===== src/rtl/lz78_pair_decoder_core_defines.svh =====
// Assertion macros for the LZ78 pair decoder.
// Included by the top level; define NO_ASSERTIONS to compile them away.
`ifndef LZ78_PAIR_DECODER_CORE_DEFINES_SVH
`define LZ78_PAIR_DECODER_CORE_DEFINES_SVH
`ifndef NO_ASSERTIONS
// cond must never hold outside reset
`define LZ_ASSERT_NEVER(label, ck, rs, cond) \
    label: assert property (@(posedge ck) disable iff (!rs) !(cond)) \
        else $error("forbidden condition seen");
// ante implies cons in the same cycle
`define LZ_ASSERT_IMPL(label, ck, rs, ante, cons) \
    label: assert property (@(posedge ck) disable iff (!rs) (ante) |-> (cons)) \
        else $error("implication failed");
// ante implies cons in the next cycle
`define LZ_ASSERT_NEXT(label, ck, rs, ante, cons) \
    label: assert property (@(posedge ck) disable iff (!rs) (ante) |=> (cons)) \
        else $error("next-cycle implication failed");
`else
`define LZ_ASSERT_NEVER(label, ck, rs, cond)
`define LZ_ASSERT_IMPL(label, ck, rs, ante, cons)
`define LZ_ASSERT_NEXT(label, ck, rs, ante, cons)
`endif
`endif


===== src/rtl/lz78d_pkg.sv =====
// Shared types and constants of the LZ78 pair decoder.
// No dependencies.
`default_nettype none

package lz78d_pkg;

    localparam int IDX_W            = 16;
    localparam int BYTE_W           = 8;
    localparam int LEN_W            = 7;
    localparam int CNT_W            = IDX_W + 1;
    localparam int DICT_ENTRIES_DEF = 65536;
    localparam int MAX_LEN_DEF      = 64;
    localparam int Q_DEPTH          = 2;

    typedef struct packed {
        logic [IDX_W-1:0]  phrase_index;
        logic [BYTE_W-1:0] next_byte;
    } pair_t;

    typedef struct packed {
        logic [BYTE_W-1:0] out_byte;
        logic              last_of_phrase;
        logic              bad_index;
    } sym_t;

    // one classified pair, front to back
    typedef struct packed {
        logic              err;
        logic              wr;
        logic [IDX_W-1:0]  idx;
        logic [IDX_W-1:0]  waddr;
        logic [LEN_W-1:0]  plen;
        logic [BYTE_W-1:0] nb;
    } cmd_t;

    typedef struct packed {
        logic full;
        logic empty;
    } q_stat_t;

    typedef struct packed {
        logic [CNT_W-1:0] count;
        logic             halted;
    } f_stat_t;

endpackage

`default_nettype wire


===== src/rtl/lz78d_queue.sv =====
// Short command queue between front and back.
// Uses lz78d_pkg.
`default_nettype none

module lz78d_queue (
    input  logic               clk,
    input  logic               rst_n,
    input  logic               push,
    input  lz78d_pkg::cmd_t    wdata,
    input  logic               pop,
    output lz78d_pkg::cmd_t    rdata,
    output lz78d_pkg::q_stat_t stat
);
    import lz78d_pkg::*;

    localparam int PW = $clog2(Q_DEPTH);

    cmd_t          slot_mem [Q_DEPTH];
    logic [PW-1:0] wp_reg, wp_next;
    logic [PW-1:0] rp_reg, rp_next;
    logic [PW:0]   cnt_reg, cnt_next;

    always_ff @(posedge clk)
    begin
        if (push)
        begin
            slot_mem[wp_reg] <= wdata;
        end
    end

    always_comb
    begin
        wp_next  = push ? wp_reg + PW'(1) : wp_reg;
        rp_next  = pop ? rp_reg + PW'(1) : rp_reg;
        cnt_next = cnt_reg;
        if (push && !pop)
        begin
            cnt_next = cnt_reg + (PW+1)'(1);
        end
        else if (pop && !push)
        begin
            cnt_next = cnt_reg - (PW+1)'(1);
        end
    end

    always_ff @(posedge clk or negedge rst_n)
    begin
        if (!rst_n)
        begin
            wp_reg  <= '0;
            rp_reg  <= '0;
            cnt_reg <= '0;
        end
        else
        begin
            wp_reg  <= wp_next;
            rp_reg  <= rp_next;
            cnt_reg <= cnt_next;
        end
    end

    assign rdata      = slot_mem[rp_reg];
    assign stat.full  = (cnt_reg == (PW+1)'(Q_DEPTH));
    assign stat.empty = (cnt_reg == '0);

endmodule

`default_nettype wire


===== config.mk =====
export PLATFORM = sky130hd
export DESIGN_NAME = lz78d_queue
export DESIGN_NICKNAME = d
export VERILOG_FILES = /design/src/rtl/lz78_pair_decoder_core_defines.svh /design/src/rtl/lz78d_pkg.sv /design/src/rtl/lz78d_queue.sv
export SDC_FILE = /design/constraint.sdc
export NUM_CORES = 1
export LEC_CHECK = 0
export BUFFER_PORTS_ARGS = -buffer_cell sky130_fd_sc_hd__buf_2
export CAP_MARGIN = 20
export CORE_MARGIN = 10
export CORE_UTILIZATION = 45
export CTS_CLUSTER_DIAMETER = 120
export CTS_CLUSTER_SIZE = 16
export DETAILED_ROUTE_END_ITERATION = 8
export HOLD_SLACK_MARGIN = 0.1
export PLACE_DENSITY = 0.72
export SYNTH_ARGS = -nofsm -noshare
export SYNTH_HDL_FRONTEND = slang
export SYNTH_SLANG_ARGS = --single-unit

===== constraint.sdc =====
create_clock -name clk -period 7.6 [get_ports clk]
set_input_delay 1.52 -clock clk [delete_from_list [all_inputs] [get_ports clk]]
set_output_delay 1.52 -clock clk [all_outputs]
set_load 0.01 [all_outputs]

==> flow_summary.yaml, run 1 <==
die:
  die_area_um2: 13000
  row_count: 34
  initial_core_util_pct: 45.8
  core_area_um2: 8680
  die_x_um: 114
  die_y_um: 114
  num_io_pins: 104
synth:
  ys_ff_latch: 102
  synth_area_um2: 3980
  ys_types: 12
  synth.largest_area_cell: "edfxtp_1"
  synth_common_cells: "edfxtp_1, mux2_4, buf_12"
  synth_ff_type: "edfxtp_1"
  syn_area_per_cell_um2: 23.5
  syn_nets: 223
  yosysMostFrequentCell: "edfxtp_1"
  synth-edff-count: 98
  async_flop_share_pct: 3.92
  synth.yosys.warnings: 0
  yosysTopAreaCellShare_pct: 74.0
  synthCells: 169
  seq_area_frac_synth_pct: 76.5
  synth_area_leaders: "edfxtp_1, mux2_4, buf_12, dfrtp_1, xor2_1"
critical_path:
  cp_slowest_stage_delay_ns: 1.07
  start_kind: "flip-flop"
  crit_required_ns: 6.08
  critPathKind: "reg2out"
  path_cells: "mux2_4 -> buf_2"
  critPathCaptureType: "output port"
  critPathSlowestCell: "dfrtp_4"
  critPathArrivalTime_ns: 1.95
  cp_max_fo: 50
timing:
  hold_viol: 0
  max-slew-margin-rel_pct: 36.3
  worst_pin_slew_ns: 0.955
  drv_slew: 0
  finalClockSkew_ns: 0.00672
  fin_crit_ns: 3.47
  fmax_mhz: 288
  rsz0062_at_grt: "no"
  totalNegativeSetupSlack_ns: 0
  setup_violations: 0
  min_period_over_period_pct: 45.6
power_and_ir_drop:
  power_density_nw_per_um2: 357
  cellLeakagePower_nw: 1.93
  vdd_drop_max_v: 0.000295
clock_tree:
  postCtsSetupBuffers: 0
  hold_buffers: 0
  clk-insertion-delay-late_ns: 0.35
  cts_root_buffer: "clkbuf_8"
  cts_tree: "done"
  ctsResizeCount: 0
  clk_pin_slew_ns: 0.08
  cts_inserted_buffers: 9
  htreeDepth: 3
  cts.path.max_buffers: 2
  clock_sinks: 102
detailed_routing:
  vias_per_cell: 4.64
  num_vias: 1820
  firstDrtPassIters: 4
  wirelength_um: 6780
  drtAntennaViolNets: 0
  drc: 0
  wire_per_inst_um: 17.3
  drtIter0Drc: 59
global_routing:
  grt_antenna_before_repair: 1
  grt_first_pass_wirelength_um: 10700
  grtUsageTotal_pct: 10.5
  grt_pass1_vias: 2140
  grt_overflow: 0
  grt_max_degree: 51
outcome:
  outcome: "finished, final reports clean"
placement:
  dp.cells: 376
  place_area_um2: 4540
  io_buffers: 103
  place_congestion: 0.668
  dp_hpwl_um: 4750
hold_path:
  hold_path_class: "reg2reg"
finish:
  final_cell_area_um2: 4750
  synthToLayoutAreaGrowth_pct: 19.4
  drive_above_1_share_pct: 60.1
  largest_reg_flops: 98
  multi_input_area_um2: 827
  num-fill-cells: 705
  instances_no_fill: 392
  nNetsFinal: 333
  regArea_um2: 3050
flow_run:
  maxCapViolCount: 0
==> critical path, delay by kind of cell, from the launching register on <==
kind | cells | cell delay, ns
mux | 1 | 0.36
buf+inv | 1 | 0.14
flops | 1 | 1.07
==> cells by family after synthesis <==
kind of cell | share of synthesized area (%)
muxes | 18.5
DFF | 76.5
buffers and inverters | 2.89
xor gates and xnor gates | 1.10
and+or+nand+nor | 0.661
adders and majority gates | 0.315
==> layout make-up <==
class	instances	area share, %
sequential	102	64.1
timing repair buffer	105	11.2
inverter	1	0.0790
clock inverter	4	1.53
antenna	1	0.0527
multi-input combinational	60	17.4
tap	108	2.85
clock buffer	11	2.77
==> per-stage QoR <==
stage | util, % | setup WS (ns) | hold slack (ns) | power, W
detailed placement | 52.4 | 4.47 | 0.493 | 0.00138
global placement | 52.4 | 4.48 | 0.470 | 0.00137
global route | 54.7 | 4.03 | 0.541 | 0.00180
floorplan | - | 3.44 | 0.455 | 0.00124
finish | 54.7 | 4.13 | 0.500 | 0.00170
CTS | 54.7 | 4.11 | 0.508 | 0.00173
==> final timing paths <==
kind / start / to / slack, ns / cells past startpoint
hold reg to reg: cnt_reg[1] / cnt_reg[1] / 0.50 / 1
setup reg to reg: wp_reg / slot_mem[0][10] / 5.78 / 2
setup / recovery: rp_reg / rdata[46] / 4.13 / 2
hold / removal: cnt_reg[1] / cnt_reg[1] / 0.50 / 1
min in group asynchronous: rst_n / rp_reg / 0.97 / 1
max in group asynchronous: rst_n / rp_reg / 6.49 / 1
==> report_power, final <==
| part | switching [W] | internal [W] |
|---|---|---|
| Clock | 0.000166 | 0.000184 |
| Sequential | 0.000106 | 0.000747 |
| Combinational | 0.000203 | 0.000292 |
==> layer usage <==
metal | up-vias | GRT usage (%) | share of wire (%)
met3 | 5 | 5.25 | 7.0
li1 | 878 | - | -
met5 | - | 0 | 0
met2 | 60 | 17.3 | 51
met1 | 877 | 12.0 | 42
met4 | 0 | 2.51 | 0.75
==> cells in the final DEF, fill, tap and decap left out <==
cell,Yosys,routed
and2_2,0,1
buf_2,0,103
buf_4,0,2
bufinv_16,0,2
clkbuf_1,0,2
clkbuf_8,0,9
clkinv_2,0,1
clkinvlp_4,0,1
dfrtp_1,4,3
dfrtp_4,0,1
diode_2,0,1
edfxtp_1,98,98
ha_1,1,1
inv_1,1,1
mux2_4,49,49
nor2_1,2,2
nor2b_1,2,1
nor2b_4,0,1
xnor2_1,1,1
xor2_1,4,4
Note: power is estimated with default switching activity, not from simulation.
==> run 2: changes to the inputs <==
ABC_AREA = 1   (was default)
clock period = 3.3 ns   (was 7.6 ns; I/O delays follow)
==> flow_summary.yaml, run 2 <==
critical_path:
  cp-endpoint: "rdata[20]"
  crit_required_ns: 2.64
  worst-path-stages: 2
  path_cells: "mux2_4 -> buf_2"
  cp_top_family: "flip-flops"
  r2r_slack_ns: 1.74
  cp_max_fo: 50
  r2r_cells: 2
  critPathKind: "reg2out"
  start_kind: "flip-flop"
  critPathCaptureType: "output port"
  cp_num_buf_inv: 1
  r2r_start: "wp_reg"
  cp_slowest_stage_delay_ns: 1.04
  critPathArrivalTime_ns: 1.95
  critPathSlowestCell: "dfrtp_4"
  r2r_end: "slot_mem[0][48]"
  startpoint: "rp_reg"
synth:
  seq_area_frac_synth_pct: 76.1
  async_flop_share_pct: 3.92
  synth-edff-count: 98
  synth_ff_type: "edfxtp_1"
  yosysTopAreaCellShare_pct: 73.6
  synth.yosys.warnings: 0
  ys_types: 13
  syn_nets: 232
  synthCells: 178
  synth.largest_area_cell: "edfxtp_1"
  synth_area_um2: 4000
  synth_area_leaders: "edfxtp_1, mux2_4, buf_12, dfrtp_1, inv_1"
  syn_area_per_cell_um2: 22.5
  ys_ff_latch: 102
  yosysMostFrequentCell: "edfxtp_1"
  synth_common_cells: "edfxtp_1, mux2_4, inv_1"
die:
  row_count: 34
  num_io_pins: 104
  core_area_um2: 8680
  die_x_um: 114
  die_y_um: 114
  initial_core_util_pct: 46.0
  die_area_um2: 13000
global_routing:
  grtUsageTotal_pct: 11.1
  grt_pass1_vias: 2204
  grt_first_pass_wirelength_um: 11100
  grt_overflow: 0
  grt_antenna_before_repair: 1
  grt_max_degree: 51
clock_tree:
  clock_sinks: 102
  htreeDepth: 3
  clk_pin_slew_ns: 0.09
  clk-insertion-delay-late_ns: 0.35
  cts.path.max_buffers: 2
  cts_inserted_buffers: 9
  postCtsSetupBuffers: 0
  cts_tree: "done"
  cts_root_buffer: "clkbuf_8"
timing:
  setup_slack_ns: 0.693
  finalClockSkew_ns: 0.00425
  drv_slew: 0
  setup_violations: 0
  fin_crit_ns: 2.61
  worst_pin_slew_ns: 0.940
  hold_viol: 0
  max-slew-margin-rel_pct: 37.3
  rsz0062_at_grt: "no"
  totalNegativeSetupSlack_ns: 0
  whs_ns: 0.491
  fmax_mhz: 384
  min_period_over_period_pct: 79.0
placement:
  dp_hpwl_um: 4970
  preCtsSetupSlack_ns: 1.05
  place_area_um2: 4580
  io_buffers: 103
  place_congestion: 0.659
finish:
  final_cell_mix: "buf_2, edfxtp_1, mux2_4"
  drive_above_1_share_pct: 58.3
  nNetsFinal: 344
  antenna_cells: 0
  largest_reg_flops: 98
  final_cell_area_um2: 4780
  synthToLayoutAreaGrowth_pct: 19.6
  num-fill-cells: 716
  final_common_cell: "buf_2"
power_and_ir_drop:
  vdd_drop_max_v: 0.000580
  power_density_nw_per_um2: 809
  cellLeakagePower_nw: 1.97
detailed_routing:
  num_vias: 1908
  drtAntennaViolNets: 0
  wire_per_inst_um: 17.4
  wirelength_um: 7000
  firstDrtPassIters: 4
  vias_per_cell: 4.73
  drtIter0Drc: 58
  drc: 0
hold_path:
  hold_path_class: "in2reg"
outcome:
  outcome: "finished, final reports clean"
flow_run:
  maxCapViolCount: 0
[run 2: cell count changes after synthesis, sizes merged, moves of 2 or more]
| cell | before | now |
|---|---|---|
| nand2 | 0 | 5 |
| inv | 1 | 7 |
| xor2 | 4 | 2 |
| nor2b | 2 | 0 |
[run 2: cell families (layout without fill, tap and decap cells)]
| family | after synthesis | after routing | synth area share, % |
|---|---|---|---|
| XOR/XNOR | 3 | 3 | 0.658 |
| adder cells (fa/ha/maj) | 1 | 1 | 0.313 |
| multiplexers | 49 | 49 | 18.4 |
| buffers and inverters | 13 | 130 | 3.44 |
| AND/OR/NAND/NOR | 10 | 10 | 1.03 |
| flip-flops | 102 | 102 | 76.1 |
[run 2: metrics by stage]
step	std cells	power, W	util [%]
4_1_cts	403	0.00395	55.1
3_3_place_gp	386	0.00317	52.8
5_1_grt	403	0.00410	55.1
2_1_floorplan	178	0.00286	-
6_report	403	0.00387	55.1
3_5_place_dp	386	0.00321	52.8
[run 2: cell type report]
cell class	instances	area [um2]	area share, %
repair buffers	107	561	11.7
flip-flops and latches	102	3050	63.7
multi-input cells	63	823	17.2
inverters	7	26.3	0.550
clock buffers	10	128	2.67
clock inverters	6	61.3	1.28
well taps	108	135	2.83
[run 2: worst min path at each step]
stage          startpoint               to  slack [ns]  cells past startpoint
2_1_floorplan       rst_n       cnt_reg[0]        0.36                      0
3_3_place_gp        rst_n       cnt_reg[1]        0.47                      1
3_5_place_dp        rst_n       cnt_reg[1]        0.47                      1
4_1_cts         wdata[37]  slot_mem[0][37]        0.47                      1
5_1_grt         wdata[41]  slot_mem[1][41]        0.46                      1
6_report        wdata[37]  slot_mem[0][37]        0.49                      1
[run 2: power by group]
part / total, W / switching, W / leakage [nW] / internal, W
combinational: 0.00117 / 0.000486 / 0.909 / 0.000684
sequential: 0.00196 / 0.000240 / 0.966 / 0.00172
clock: 0.000740 / 0.000390 / 0.0981 / 0.000350
[run 2: timing repair]
action / in CTS / in global routing
endpoints found under the hold margin: 4 / 0
hold buffers: 1 / 0
gates resized for setup: 0 / 0
[run 2: per-layer routing]
metal | track usage (%) | vias to the layer above | part of all wire (%)
met3 | 5.24 | 17 | 8.7
met5 | 0 | - | 0.19
met1 | 11.1 | 913 | 38
li1 | - | 909 | -
met2 | 18.8 | 67 | 50
met4 | 5.93 | 2 | 2.4
[run 2: worst register-to-register path, cell delays in order (launching register included)]
cell,delay (ns)
dfrtp_1,0.43
nor2_4,0.51
buf_12,0.30
==> run 3: changes to the inputs <==
PLACE_DENSITY = 0.74   (was 0.72)
clock period = 2.25 ns   (was 3.3 ns; I/O delays follow)
==> flow_summary.yaml, run 3 (synthesis results as in run 2) <==
critical_path:
  critPathKind: "reg2out"
  start_kind: "flip-flop"
  critPathArrivalTime_ns: 1.61
  cp_slowest_stage_delay_ns: 0.42
  critPathCaptureType: "output port"
  cp_top_family: "buffers and inverters"
  worst-path-stages: 3
  r2r_slack_ns: 1.01
  r2r_cells: 3
  cp_max_fo: 50
  crit_required_ns: 1.80
  critPathSlowestCell: "dfrtp_4"
  path_cells: "buf_12 -> mux2_4 -> buf_2"
  cp_num_buf_inv: 2
die:
  die_y_um: 114
  row_count: 34
  num_io_pins: 104
  die_area_um2: 13000
  die_x_um: 114
  core_area_um2: 8680
  initial_core_util_pct: 46.0
clock_tree:
  clk_pin_slew_ns: 0.10
  htreeDepth: 3
  cts.path.max_buffers: 2
  cts_inserted_buffers: 9
  cts_tree: "done"
  ctsResizeCount: 0
  clock_sinks: 102
  cts_root_buffer: "clkbuf_8"
  clk-insertion-delay-late_ns: 0.35
detailed_routing:
  drc: 0
  num_vias: 1915
  wirelength_um: 7000
  wire_per_inst_um: 17.3
  drtAntennaViolNets: 0
  vias_per_cell: 4.74
  drtIter0Drc: 68
  firstDrtPassIters: 4
timing:
  fmax_mhz: 484
  finalClockSkew_ns: 0.0100
  rsz0062_at_grt: "no"
  totalNegativeSetupSlack_ns: 0
  max-slew-margin-rel_pct: 74.1
  whs_ns: 0.277
  fin_crit_ns: 2.06
  min_period_over_period_pct: 91.7
  setup_violations: 0
  drv_slew: 0
  hold_viol: 0
  worst_pin_slew_ns: 0.388
finish:
  final_cell_mix: "buf_2, edfxtp_1, mux2_4"
  instances_no_fill: 404
  final_common_cell: "buf_2"
  antenna_cells: 0
  num-fill-cells: 713
  utilization_pct: 55.6
  multi_input_area_um2: 823
  nNetsFinal: 345
  largest_reg_flops: 98
  synthToLayoutAreaGrowth_pct: 20.8
  drive_above_1_share_pct: 58.4
  regArea_um2: 3050
power_and_ir_drop:
  p_total_w: 0.00584
  power_density_nw_per_um2: 1210
  vdd_drop_max_v: 0.000581
  cellLeakagePower_nw: 1.98
global_routing:
  grt_max_degree: 51
  grtUsageTotal_pct: 10.8
  grt_antenna_before_repair: 1
  grt_overflow: 0
  grt_first_pass_wirelength_um: 11000
  grt_pass1_vias: 2203
outcome:
  outcome: "finished, final reports clean"
flow_run:
  maxCapViolCount: 0
hold_path:
  hold_path_class: "in2reg"
  hold_depth: 1
placement:
  io_buffers: 103
  place_congestion: 0.687
  dp.cells: 387
  dp_hpwl_um: 4750
-- run 3: per-stage QoR --
step,setup slack [ns],instance area [um2]
after floorplan,0.0887,4000
after global placement,0.548,4600
after detailed placement,0.547,4600
after CTS,0.147,4830
after global routing,0.0939,4830
final,0.186,4830
-- run 3: layer usage --
| metal | vias up | global-route usage (%) | share of wire, % |
|---|---|---|---|
| met5 | - | 0 | 0.10 |
| met4 | 2 | 2.84 | 0.86 |
| met3 | 8 | 5.35 | 8.3 |
| met2 | 64 | 18.2 | 50 |
| met1 | 933 | 11.8 | 41 |
| li1 | 908 | - | - |
-- run 3: what timing repair did --
item / 4_1_cts / 5_1_grt
endpoints found under the hold margin: 4 / 0
setup endpoints to repair: 0 / 0
setup buffers: 0 / 0
hold buffers: 1 / 0
-- run 3: layout make-up --
cell class                      count  share of cell area [%]
Multi-Input combinational cell     63                    17.1
Inverter                            7                   0.544
Clock buffer                       11                    2.72
Clock inverter                      5                    1.74
Tap cell                          108                    2.80
Sequential cell                   102                    63.1
Timing Repair Buffer              108                    12.0
-- run 3: final timing paths --
| kind | from | end |
|---|---|---|
| max in group asynchronous | rst_n | rp_reg |
| min reg2reg | cnt_reg[1] | cnt_reg[1] |
| max | rp_reg | rdata[42] |
| min in group asynchronous | rst_n | cnt_reg[0] |
| max reg2reg | wp_reg | slot_mem[1][34] |
| min | wdata[48] | slot_mem[1][48] |
-- run 3: power by group --
group | internal, W | total (W) | switching, W
clock network | 0.000630 | 0.00122 | 0.000590
logic | 0.00102 | 0.00198 | 0.000959
registers | 0.00253 | 0.00264 | 0.000117
